<file path="src/rtl/fadd_pkg.sv">
`timescale 1ns / 1ps
`default_nettype none
// ----------------------------------------------------------------------------
// fadd_pkg
// Shared types and constants of the fraction add and reduce block.
// ----------------------------------------------------------------------------
package fadd_pkg;

  localparam int NumOutW = 32;
  localparam int DenOutW = 30;

  typedef enum logic [3:0] {
    ST_IDLE,
    ST_MUL_A,
    ST_MUL_B,
    ST_MUL_C,
    ST_ABS,
    ST_STRIP,
    ST_GCD,
    ST_DIV_NUM,
    ST_DIV_DEN,
    ST_FIN
  } state_e;

  typedef enum logic [3:0] {
    OP_IDLE,
    OP_LOAD,
    OP_MUL_A,
    OP_MUL_B,
    OP_MUL_C,
    OP_ABS,
    OP_STRIP,
    OP_GCD,
    OP_DIV_NUM,
    OP_DIV_DEN,
    OP_OUT
  } op_e;

  typedef struct packed {
    op_e  op;
    logic last;
  } ctrl_t;

  typedef struct packed {
    logic zero;
    logic strip_done;
    logic gcd_done;
  } stat_t;

endpackage
`default_nettype wire

</file>
<file path="src/rtl/fadd_dp.sv">
`timescale 1ns / 1ps
`default_nettype none
// ----------------------------------------------------------------------------
// fadd_dp
// Datapath: operand capture, multiplier, and one shared subtractor used for
// the binary gcd and for both restoring divisions.
// ----------------------------------------------------------------------------
module fadd_dp #(
  parameter int OPERAND_WIDTH = 16
) (
  input  wire logic                          clk_i,
  input  wire fadd_pkg::ctrl_t               ctrl_i,
  input  wire logic [OPERAND_WIDTH-1:0]      num_a_i,
  input  wire logic [OPERAND_WIDTH-2:0]      den_a_i,
  input  wire logic [OPERAND_WIDTH-1:0]      num_b_i,
  input  wire logic [OPERAND_WIDTH-2:0]      den_b_i,
  output fadd_pkg::stat_t                    stat_o,
  output logic [fadd_pkg::NumOutW-1:0]       sum_num_o,
  output logic [fadd_pkg::DenOutW-1:0]       sum_den_o
);
  import fadd_pkg::*;

  localparam int W  = OPERAND_WIDTH;
  localparam int DW = W - 1;
  localparam int PW = 2 * W;
  localparam int MW = PW - 1;

  logic signed [W-1:0]  na_q, nb_q;
  logic [DW-1:0]        da_q, db_q;
  logic signed [W-1:0]  mul_x, mul_y;
  logic signed [PW-1:0] prod, prod_q, acc_q, acc_neg, num_s;
  logic [MW-1:0]        a_q, a_d, b_q, b_d, mag_q, mag_d, den_q, den_d;
  logic [MW-1:0]        rem_q, rem_d, quo_q, quo_d, quo_step;
  logic                 neg_q, neg_d;
  logic [MW:0]          rpart, sub_x, sub_y, sub_r;
  logic                 ge;
  logic [NumOutW-1:0]   sum_num_q;
  logic [DenOutW-1:0]   sum_den_q;

  // multiplier operand select
  always_comb begin
    unique case (ctrl_i.op)
      OP_MUL_A: begin
        mul_x = na_q;
        mul_y = signed'({1'b0, db_q});
      end
      OP_MUL_B: begin
        mul_x = nb_q;
        mul_y = signed'({1'b0, da_q});
      end
      default: begin
        mul_x = signed'({1'b0, da_q});
        mul_y = signed'({1'b0, db_q});
      end
    endcase
  end

  assign prod    = PW'(mul_x) * PW'(mul_y);
  assign acc_neg = -acc_q;

  // shared subtractor
  assign rpart    = {rem_q, quo_q[MW-1]};
  assign sub_x    = (ctrl_i.op == OP_GCD) ? {1'b0, a_q} : rpart;
  assign sub_y    = {1'b0, b_q};
  assign sub_r    = sub_x - sub_y;
  assign ge       = ~sub_r[MW];
  assign quo_step = {quo_q[MW-2:0], ge};

  assign stat_o.zero       = (acc_q == '0);
  assign stat_o.strip_done = a_q[0] | b_q[0];
  assign stat_o.gcd_done   = (a_q == '0);

  always_comb begin
    a_d   = a_q;
    b_d   = b_q;
    mag_d = mag_q;
    den_d = den_q;
    rem_d = rem_q;
    quo_d = quo_q;
    neg_d = neg_q;
    unique case (ctrl_i.op)
      OP_ABS: begin
        if (stat_o.zero) begin
          mag_d = '0;
          den_d = MW'(1);
          neg_d = 1'b0;
        end else begin
          a_d   = acc_q[PW-1] ? acc_neg[MW-1:0] : acc_q[MW-1:0];
          b_d   = prod_q[MW-1:0];
          neg_d = acc_q[PW-1];
        end
      end
      OP_STRIP: begin
        if (!stat_o.strip_done) begin
          a_d = a_q >> 1;
          b_d = b_q >> 1;
        end else begin
          mag_d = a_q;
          den_d = b_q;
        end
      end
      OP_GCD: begin
        priority if (stat_o.gcd_done) begin
          quo_d = mag_q;
          rem_d = '0;
        end else if (!a_q[0]) begin
          a_d = a_q >> 1;
        end else if (!b_q[0]) begin
          b_d = b_q >> 1;
        end else if (!ge) begin
          a_d = b_q;
          b_d = a_q;
        end else begin
          a_d = sub_r[MW-1:0];
        end
      end
      OP_DIV_NUM: begin
        rem_d = ge ? sub_r[MW-1:0] : rpart[MW-1:0];
        quo_d = quo_step;
        if (ctrl_i.last) begin
          mag_d = quo_step;
          quo_d = den_q;
          rem_d = '0;
        end
      end
      OP_DIV_DEN: begin
        rem_d = ge ? sub_r[MW-1:0] : rpart[MW-1:0];
        quo_d = quo_step;
        if (ctrl_i.last) begin
          den_d = quo_step;
        end
      end
      default: begin
      end
    endcase
  end

  assign num_s = neg_q ? -signed'({1'b0, mag_q}) : signed'({1'b0, mag_q});

  always_ff @(posedge clk_i) begin
    if (ctrl_i.op == OP_LOAD) begin
      na_q <= signed'(num_a_i);
      nb_q <= signed'(num_b_i);
      da_q <= (den_a_i == '0) ? DW'(1) : den_a_i;
      db_q <= (den_b_i == '0) ? DW'(1) : den_b_i;
    end
    prod_q <= prod;
    if (ctrl_i.op == OP_MUL_B) begin
      acc_q <= prod_q;
    end else if (ctrl_i.op == OP_MUL_C) begin
      acc_q <= acc_q + prod_q;
    end
    a_q   <= a_d;
    b_q   <= b_d;
    mag_q <= mag_d;
    den_q <= den_d;
    rem_q <= rem_d;
    quo_q <= quo_d;
    neg_q <= neg_d;
    if (ctrl_i.op == OP_OUT) begin
      sum_num_q <= NumOutW'(num_s);
      sum_den_q <= DenOutW'(den_q);
    end
  end

  assign sum_num_o = sum_num_q;
  assign sum_den_o = sum_den_q;

endmodule
`default_nettype wire

</file>
<file path="src/rtl/fadd_ctrl.sv">
`timescale 1ns / 1ps
`default_nettype none
// ----------------------------------------------------------------------------
// fadd_ctrl
// Sequencer: steps the datapath through multiply, gcd and divide phases (a
// zero sum skips straight to the output) and owns both handshakes.
// ----------------------------------------------------------------------------
module fadd_ctrl #(
  parameter int OPERAND_WIDTH = 16
) (
  input  wire logic            clk_i,
  input  wire logic            rst_ni,
  input  wire logic            in_valid_i,
  output logic                 in_ready_o,
  output logic                 out_valid_o,
  input  wire logic            out_ready_i,
  input  wire fadd_pkg::stat_t stat_i,
  output fadd_pkg::ctrl_t      ctrl_o
);
  import fadd_pkg::*;

  localparam int MW = 2 * OPERAND_WIDTH - 1;
  localparam int CW = $clog2(MW);

  state_e        state_q, state_d;
  logic [CW-1:0] cnt_q, cnt_d;
  logic          out_valid_q, out_valid_d;
  logic          last, out_free;

  assign last     = (cnt_q == CW'(MW - 1));
  assign out_free = ~out_valid_q | out_ready_i;

  always_comb begin
    state_d = state_q;
    unique case (state_q)
      ST_IDLE:    if (in_valid_i) state_d = ST_MUL_A;
      ST_MUL_A:   state_d = ST_MUL_B;
      ST_MUL_B:   state_d = ST_MUL_C;
      ST_MUL_C:   state_d = ST_ABS;
      ST_ABS:     state_d = stat_i.zero ? ST_FIN : ST_STRIP;
      ST_STRIP:   if (stat_i.strip_done) state_d = ST_GCD;
      ST_GCD:     if (stat_i.gcd_done) state_d = ST_DIV_NUM;
      ST_DIV_NUM: if (last) state_d = ST_DIV_DEN;
      ST_DIV_DEN: if (last) state_d = ST_FIN;
      ST_FIN:     if (out_free) state_d = ST_IDLE;
      default:    state_d = ST_IDLE;
    endcase
  end

  always_comb begin
    ctrl_o.last = last;
    in_ready_o  = (state_q == ST_IDLE);
    unique case (state_q)
      ST_IDLE:    ctrl_o.op = in_valid_i ? OP_LOAD : OP_IDLE;
      ST_MUL_A:   ctrl_o.op = OP_MUL_A;
      ST_MUL_B:   ctrl_o.op = OP_MUL_B;
      ST_MUL_C:   ctrl_o.op = OP_MUL_C;
      ST_ABS:     ctrl_o.op = OP_ABS;
      ST_STRIP:   ctrl_o.op = OP_STRIP;
      ST_GCD:     ctrl_o.op = OP_GCD;
      ST_DIV_NUM: ctrl_o.op = OP_DIV_NUM;
      ST_DIV_DEN: ctrl_o.op = OP_DIV_DEN;
      ST_FIN:     ctrl_o.op = out_free ? OP_OUT : OP_IDLE;
      default:    ctrl_o.op = OP_IDLE;
    endcase
  end

  always_comb begin
    if (state_q == ST_DIV_NUM || state_q == ST_DIV_DEN) begin
      cnt_d = last ? '0 : cnt_q + CW'(1);
    end else begin
      cnt_d = '0;
    end
    if (state_q == ST_FIN && out_free) begin
      out_valid_d = 1'b1;
    end else if (out_ready_i) begin
      out_valid_d = 1'b0;
    end else begin
      out_valid_d = out_valid_q;
    end
  end

  always_ff @(posedge clk_i or negedge rst_ni) begin
    if (!rst_ni) begin
      state_q     <= ST_IDLE;
      cnt_q       <= '0;
      out_valid_q <= 1'b0;
    end else begin
      state_q     <= state_d;
      cnt_q       <= cnt_d;
      out_valid_q <= out_valid_d;
    end
  end

  assign out_valid_o = out_valid_q;

`ifndef NO_ASSERTIONS
  a_accept_starts: assert property (@(posedge clk_i) disable iff (!rst_ni)
    (in_valid_i && in_ready_o) |=> (state_q == ST_MUL_A))
    else $error("accepted request did not start the multiply phase");

  a_result_from_fin: assert property (@(posedge clk_i) disable iff (!rst_ni)
    $rose(out_valid_q) |-> $past(state_q == ST_FIN))
    else $error("result shown without finishing a request");

  a_cnt_only_div: assert property (@(posedge clk_i) disable iff (!rst_ni)
    (cnt_q != '0) |-> (state_q == ST_DIV_NUM || state_q == ST_DIV_DEN))
    else $error("division counter running outside division");

  a_fin_holds: assert property (@(posedge clk_i) disable iff (!rst_ni)
    (state_q == ST_FIN && out_valid_q && !out_ready_i) |=> (state_q == ST_FIN))
    else $error("finished result overwrote an untaken result");
`endif

endmodule
`default_nettype wire

</file>
<file path="src/rtl/fraction_add_reduce_top.sv">
`timescale 1ns / 1ps
`default_nettype none
// ----------------------------------------------------------------------------
// fraction_add_reduce_top
// Adds two fractions and returns the sum reduced to lowest terms.
// ----------------------------------------------------------------------------
// Input channel in_valid_i/in_ready_o carries num_a/den_a and num_b/den_b;
// output channel out_valid_o/out_ready_i returns sum_num/sum_den, one result
// per request, sign on the numerator, a zero sum given as 0/1.
// A request is taken only while the sequencer is idle. It uses the one
// multiplier for the cross products and the denominator product, forms the
// magnitude, strips common factors of two, runs the binary gcd on the shared
// subtractor, then the two restoring divisions on that same subtractor, and
// loads the output register. The gcd loop and the divisions dominate the
// time of a nonzero sum; a zero sum skips the strip, gcd and divisions.
// The output register holds a result until it is taken, and in_ready_o
// returns high as soon as the result is loaded, so a new request can start
// while the receiver stalls; a second result waits until the first is taken.
// Reset clears the sequencer and drops out_valid_o; the datapath registers are not reset.
// ----------------------------------------------------------------------------
module fraction_add_reduce_top #(
  parameter int OPERAND_WIDTH = 16
) (
  input  wire logic                          clk_i,
  input  wire logic                          rst_ni,
  input  wire logic                          in_valid_i,
  output logic                               in_ready_o,
  input  wire logic [OPERAND_WIDTH-1:0]      num_a_i,
  input  wire logic [OPERAND_WIDTH-2:0]      den_a_i,
  input  wire logic [OPERAND_WIDTH-1:0]      num_b_i,
  input  wire logic [OPERAND_WIDTH-2:0]      den_b_i,
  output logic                               out_valid_o,
  input  wire logic                          out_ready_i,
  output logic [fadd_pkg::NumOutW-1:0]       sum_num_o,
  output logic [fadd_pkg::DenOutW-1:0]       sum_den_o
);
  import fadd_pkg::*;

  ctrl_t ctrl;
  stat_t stat;

  fadd_ctrl #(
    .OPERAND_WIDTH(OPERAND_WIDTH)
  ) u_ctrl (
    .clk_i      (clk_i),
    .rst_ni     (rst_ni),
    .in_valid_i (in_valid_i),
    .in_ready_o (in_ready_o),
    .out_valid_o(out_valid_o),
    .out_ready_i(out_ready_i),
    .stat_i     (stat),
    .ctrl_o     (ctrl)
  );

  fadd_dp #(
    .OPERAND_WIDTH(OPERAND_WIDTH)
  ) u_dp (
    .clk_i    (clk_i),
    .ctrl_i   (ctrl),
    .num_a_i  (num_a_i),
    .den_a_i  (den_a_i),
    .num_b_i  (num_b_i),
    .den_b_i  (den_b_i),
    .stat_o   (stat),
    .sum_num_o(sum_num_o),
    .sum_den_o(sum_den_o)
  );

endmodule
`default_nettype wire
</file>
<file path="config.mk">
export PLATFORM = sky130hd
export DESIGN_NAME = fraction_add_reduce_top
export DESIGN_NICKNAME = d
export VERILOG_FILES = /design/src/rtl/fadd_pkg.sv /design/src/rtl/fadd_dp.sv /design/src/rtl/fadd_ctrl.sv /design/src/rtl/fraction_add_reduce_top.sv
export SDC_FILE = /design/constraint.sdc
export NUM_CORES = 2
export LEC_CHECK = 0
export BUFFER_PORTS_ARGS = -buffer_cell sky130_fd_sc_hd__buf_2
export CORE_ASPECT_RATIO = 0.8
export CORE_UTILIZATION = 40
export DETAILED_ROUTE_END_ITERATION = 10
export GPL_ROUTABILITY_DRIVEN = 1
export PLACE_DENSITY = 0.63
export RECOVER_POWER = 50
export SLEW_MARGIN = 20
export SYNTH_ARGS = -nofsm -noshare
export SYNTH_HDL_FRONTEND = slang
export SYNTH_SLANG_ARGS = --single-unit
export TNS_END_PERCENT = 50
</file>
<file path="constraint.sdc">
create_clock -name clk_i -period 11 [get_ports clk_i]
set_input_delay 1.65 -clock clk_i [delete_from_list [all_inputs] [get_ports clk_i]]
set_output_delay 1.65 -clock clk_i [all_outputs]
set_load 0.03 [all_outputs]
</file>
# Word level (Yosys, flattened, before mapping)
# Index checks and enable logic that the tools add are counted.
[word_totals]
reg_bits = 385
input_bits = 66
wordCells = 139
[op_classes]
n_addsub = 5
mul = 1
eq_ne = 37
n_mux = 50
n_bitwise = 4
reduce_logical = 21
[op_table]
columns = ["cell", "n"]
rows = [
  ["31-bit 2-to-1 mux", 24],
  ["31-bit case mux with 3 select lines", 6],
  ["32-bit 2-to-1 mux", 3],
  ["4-bit case mux with 10 select lines", 2],
  ["32-bit adder", 1],
  ["4-bit by 3-bit equality test with 1-bit output, second input constant", 8],
  ["32-bit logical NOT", 1],
  ["16-bit by 16-bit multiplier with 32-bit output", 1],
  ["4-bit 2-to-1 mux", 8],
  ["31-bit negator with 32-bit output", 1],
  ["16-bit case mux with 2 select lines", 1],
  ["32-bit by 31-bit subtractor with 32-bit output", 1],
  ["31-bit logical NOT", 1],
  ["31-bit negator", 1],
  ["15-bit logical NOT", 2],
  ["2-bit != test, second input constant", 11],
  ["4-bit equality test, second input constant", 5],
  ["4-bit by 2-bit equality test with 1-bit output, second input constant", 4],
  ["15-bit 2-to-1 mux", 1],
  ["4-bit AND reduction", 3],
  ["6-bit AND reduction", 2],
  ["3-bit nonzero test", 4],
  ["5-bit 2-to-1 mux", 2],
  ["5-bit AND reduction", 2],
  ["other kinds (13)", 23],
]

# Longest topological paths before layout
[logic_depth]
ltp_word = 12
depth_mapped = 35
mapped_depth_nobuf = 30

# Modules after synthesis
# Synthesis repeated with hierarchy kept, for this count alone.
[unflattened]
hier_cells = 3004
area_unflattened_um2 = 29967.5
[by_module_without_submodules]
columns = ["mod", "n_inst", "cells_each", "area_each_um2", "seq_area_each_um2"]
rows = [
  ["fadd_dp", 1, 2926, 29271.8, 10940.5],
  ["fadd_ctrl", 1, 78, 695.7, 250.2],
]

# Least setup slack after synthesis
# OpenSTA, ideal clock, no wires.
[synth_timing]
kind = "input to register"
from = "input port in_valid_i"
to = "register u_dp.prod_q[30]"
setup_time_ns = 0.125
t_arrival_ns = 8.360
slack_ns = 2.515
path_stages = 29
n_path_buf = 4
path_cell_list = "nor2_1 -> a21boi_0 -> buf_2 -> nor2b_1 -> clkbuf_1 -> clkbuf_1 -> nand2_1 -> nand2_1 -> clkbuf_1 -> nand2_1 -> fa_1 -> fa_1 -> fa_1 -> fa_1 -> inv_1 -> fa_1 -> inv_1 -> fa_1 -> inv_1 -> ha_1 -> a21o_1 -> a31o_2 -> a221o_1 -> a21oi_1 -> o31ai_1 -> nor2b_1 -> o2111ai_1 -> a31oi_1 -> xor2_1"
[synth_via]
elab_chain_cells = 5
[synth_rtl]
columns = ["item", "line_no", "source"]
rows = [
  ["start, declared", "fraction_add_reduce_top.sv:26", "input wire logic in_valid_i,"],
  ["1-bit 2-to-1 mux *", "fadd_ctrl.sv:54", "ST_IDLE: ctrl_o.op = in_valid_i ? OP_LOAD : OP_IDLE;"],
  ["4-bit case mux with 10 select lines *", "fadd_ctrl.sv:53", "unique case (state_q)"],
  ["4-bit by 2-bit equality test with 1-bit output", "fadd_dp.sv:42", "unique case (ctrl_i.op)"],
  ["16-bit case mux with 2 select lines or 15-bit 2-to-1 mux (tied branches)", "fadd_dp.sv:42", ""],
  ["16-bit by 16-bit multiplier with 32-bit output *", "fadd_dp.sv:58", "assign prod = PW'(mul_x) * PW'(mul_y);"],
  ["named net u_dp.prod[30]", "fadd_dp.sv:31", "logic signed [PW-1:0] prod, prod_q, acc_q, acc_neg, num_s;"],
  ["end signal, assigned", "fadd_dp.sv:147", "prod_q <= prod;"],
  ["end, declared", "fadd_dp.sv:31", ""],
]
# The timed path passes the listed nets; every way through them passes the cells marked *.
# A chain may end at the register's enable or synchronous reset.

# Worst setup path after layout
[layout_timing]
from = "input port in_valid_i"
to = "register u_dp.prod_q[31]"
# Same word-level chain as after synthesis.

==> run_results.csv <==
group,metric,value,unit
logic_synthesis,ys_ff_latch,385,
logic_synthesis,synth-seq-area-share,0.379,
timing,rsz0062_at_grt,"false",
logic_synthesis,synth.area.top_cells,"edfxtp_1 35%, fa_1 17%, ha_1 6.3%, nand2_1 5.3%, inv_1 5.1%",
setup_path,reg2reg_to,"u_dp.prod_q[31]$_DFF_P_",
final_layout,finish.utilization,0.449,
clock_network,cts.htree.levels,2,
logic_synthesis,synthFlopType,"edfxtp_1",
placed_design,io_buffers,129,
logic_synthesis,syn_inst,2980,
final_layout,nets,3495,
floorplan,die_height,245,µm
clock_network,clock_latency,0.58,ns
routing,drt_drc_violations_left,0,
global_routing,grt_pass1_wl,123000,µm
routing,via_per_inst,5.55,
floorplan,core,0.0726,mm²
setup_path,reg2regPathDepth,25,
setup_path,path_common_cell,"fa_1",
routing,antenna_left,0,
floorplan,fp.dieW,306,µm
routing,first_pass_iters,7,
setup_path,critPathKind,"in2reg",
logic_synthesis,yosysMostFrequentCell,"nand2_1",
hold_path,worstHoldEndpoint,"u_dp.sum_den_o[23]$_DFFE_PN_",
global_routing,globalRouteOverflowTotal,0,
timing,max_clock_freq,115,MHz
placed_design,gp_congestion,0.910,
floorplan,ios,130,
global_routing,grt_max_degree,63,
clock_network,cts_sinks,385,
hold_path,min-delay-start,"u_dp.den_q[23]$_DFFE_PP_",
floorplan,fp-row-count,88,
final_layout,fill_cells,6844,
hold_path,hp-class,"reg2reg",
clock_network,cts_made_buffers,43,
setup_path,crit_required,11.45,ns
final_layout,diodes,0,
timing,setup_violations,0,
logic_synthesis,synth_area,0.0295,mm²
setup_path,reg2reg_from,"u_ctrl.state_q[0]$_DFFE_PN0P_",
setup_path,startpoint_type,"input port",
setup_path,cp_slowest_stage_delay,0.80,ns
clock_network,cts_setup_buffers,0,
job,maxCapViolCount,5,
routing,wl,75900,µm
setup_path,reg2reg_slack,2.37,ns
hold_path,hold_depth,0,
power_and_ir_drop,p_leak,14.1,nW
timing,fin_crit,8.70,ns
timing,slew_headroom,-1.18,
clock_network,ctsResizeCount,0,
power_and_ir_drop,p_sw,0.000642,W
setup_path,critPathMaxFanout,23,
global_routing,grt_usage,0.207,
timing,post-route-period-util,0.791,
logic_synthesis,synth_top_area_frac,0.349,
clock_network,cts_hold_buf,0,
global_routing,grt_antenna_before_repair,0,
power_and_ir_drop,p_sw_frac,0.204,
floorplan,start_util,0.407,
floorplan,die-area,0.0750,mm²
routing,vias,22300,
logic_synthesis,async_flop_share,0.0260,
final_layout,area_growth,10.2,%
setup_path,cp-end-kind,"register",
timing,hold_viol,0,
clock_network,clock_path_buffers,3,
setup_path,arrival,9.15,ns
logic_synthesis,synth_common_cells,"419 x nand2_1, 398 x inv_1, 343 x edfxtp_1",
timing,slew_viol_final,232,
clock_network,clkTransAtPathRegs,0.06,ns
logic_synthesis,yosys.area.top_type,"edfxtp_1",
routing,drtIter0Drc,2716,
logic_synthesis,synth-warning-count,0,
final_layout,regArea,0.0112,mm²
routing,routedWlPerCell,18.9,µm
power_and_ir_drop,p_int,0.00251,W
final_layout,drive_above_1_share,0.0636,
power_and_ir_drop,power_density,96.7,mW/mm²
power_and_ir_drop,p_comb_frac,0.005,
power_and_ir_drop,vdd_drop_max,94.7,µV
logic_synthesis,synth_nets,3442,
timing,whs,0.451,ns
power_and_ir_drop,pwr-share-clk,0.496,
power_and_ir_drop,p_seq_frac,0.499,
logic_synthesis,synthDistinctLibCells,74,
timing,setup_tns,0,ns
logic_synthesis,syn_area_per_cell,9.92,µm²
final_layout,multi_input_area,0.0164,mm²
global_routing,first_global_vias,22100,
clock_network,cts_root_buffer,"clkbuf_16",
status,violations,"capacitance limit, slew limit",
timing,skew,0.0178,ns
placed_design,hpwl,57100,µm
clock_network,cts_tree,"yes",
setup_path,crit_slowest_cell,"mux2i_1",
logic_synthesis,synth_edf_count,343,
timing,tightest_slew,3.26,ns
status,status,"finished with violations",
-- area by class of cell --
type,count,area share
clock buffers,45,0.0339
clock inverters,33,0.0129
inverters,398,0.0459
multi-input cells,2037,0.502
flip-flops and latches,385,0.344
well taps,945,0.0363
repair buffers,168,0.0251
-- worst max-delay path: cells and delay by family --
kind | cells | cell delay [ns]
multiplexers | 1 | 0.80
XOR/XNOR | 1 | 0.12
AND/OR/NAND/NOR | 6 | 1.41
adder cells (fa/ha/maj) | 7 | 3.38
AO/OA/AOI/OAI | 5 | 1.47
buffers and inverters | 5 | 0.31
-- cells in the final DEF (no fill, tap or decap), types with 19 or more instances in the layout --
cell type  count
fa_1         248
ha_1         148
a222oi_1      59
buf_2         50
inv_1        398
o31ai_1       27
xor2_1        52
o21a_1        25
nand2_1      418
edfxtp_1     343
a211oi_1      19
mux2i_1       36
a21o_1        35
a21oi_1      116
nor2_1       234
nand2b_1      33
clkbuf_16     44
o21ai_0      149
clkbuf_1      86
dfxtp_1       32
nand3_1       37
xnor2_1       90
a22o_1        33
buf_4         33
a31oi_1       21
nor4_1        24
-- kinds of logic after synthesis --
family / Yosys count / share of synthesized area
muxes: 38 / 0.0129
and+or+nand+nor: 861 / 0.127
adders and majority gates: 396 / 0.231
buffers and inverters: 558 / 0.0712
DFF: 385 / 0.379
xor gates and xnor gates: 144 / 0.0427
AOI/OAI and AO/OA: 598 / 0.137
-- per-layer routing --
| metal | routed length (µm) | part of all wire | vias to the layer above | track usage |
|---|---|---|---|---|
| li1 | - | - | 10300 | - |
| met1 | 34200 | 0.45 | 10900 | 0.299 |
| met2 | 33600 | 0.44 | 927 | 0.321 |
| met3 | 6650 | 0.088 | 105 | 0.0363 |
| met4 | 1480 | 0.020 | 0 | 0.0497 |
| met5 | 0 | 0 | - | 0 |
-- registers in the layout (all words and copies together) (netlist names), 4 cells and up --
name,count
u_dp.acc_q,32
u_dp.b_q,31
u_dp.nb_q,16
u_dp.den_q,31
u_dp.rem_q,31
u_ctrl.cnt_q,5
u_dp.mag_q,31
u_dp.a_q,31
u_ctrl.state_q,4
u_dp.sum_num_o,32
u_dp.db_q,15
u_dp.na_q,16
u_dp.quo_q,31
u_dp.prod_q,32
u_dp.da_q,15
u_dp.sum_den_o,30
-- power groups by stage --
stage	clock network [W]	logic, W	registers [W]
6_report	0.00156	0.0000142	0.00157
5_1_grt	0.00165	0.0000158	0.00157
4_1_cts	0.00159	0.0000157	0.00157
3_5_place_dp	0	0.0000157	0.00160
3_3_place_gp	0	0.0000154	0.00160
2_1_floorplan	0	0.00000390	0.00160
-- worst max path at each step --
stage | start | endpoint | cells past startpoint
2_1_floorplan | in_valid_i | u_dp.prod_q[30]$_DFF_P_ | 29
3_3_place_gp | in_valid_i | u_dp.prod_q[31]$_DFF_P_ | 25
3_5_place_dp | in_valid_i | u_dp.prod_q[31]$_DFF_P_ | 25
4_1_cts | in_valid_i | u_dp.prod_q[31]$_DFF_P_ | 25
5_1_grt | u_ctrl.state_q[0]$_DFFE_PN0P_ | u_dp.prod_q[30]$_DFF_P_ | 24
6_report | in_valid_i | u_dp.prod_q[31]$_DFF_P_ | 25
-- metrics by stage --
step | power [W] | instance area, µm² | std cells | setup slack (ns)
after floorplan | 0.00161 | 29500 | 2980 | 2.51
final | 0.00315 | 32600 | 4011 | 2.30
after global routing | 0.00324 | 32600 | 4011 | 1.79
after global placement | 0.00162 | 31200 | 3932 | 1.79
after CTS | 0.00318 | 32700 | 4010 | 2.33
after detailed placement | 0.00162 | 31200 | 3932 | 1.73
Power figures use the tool's default switching activity.
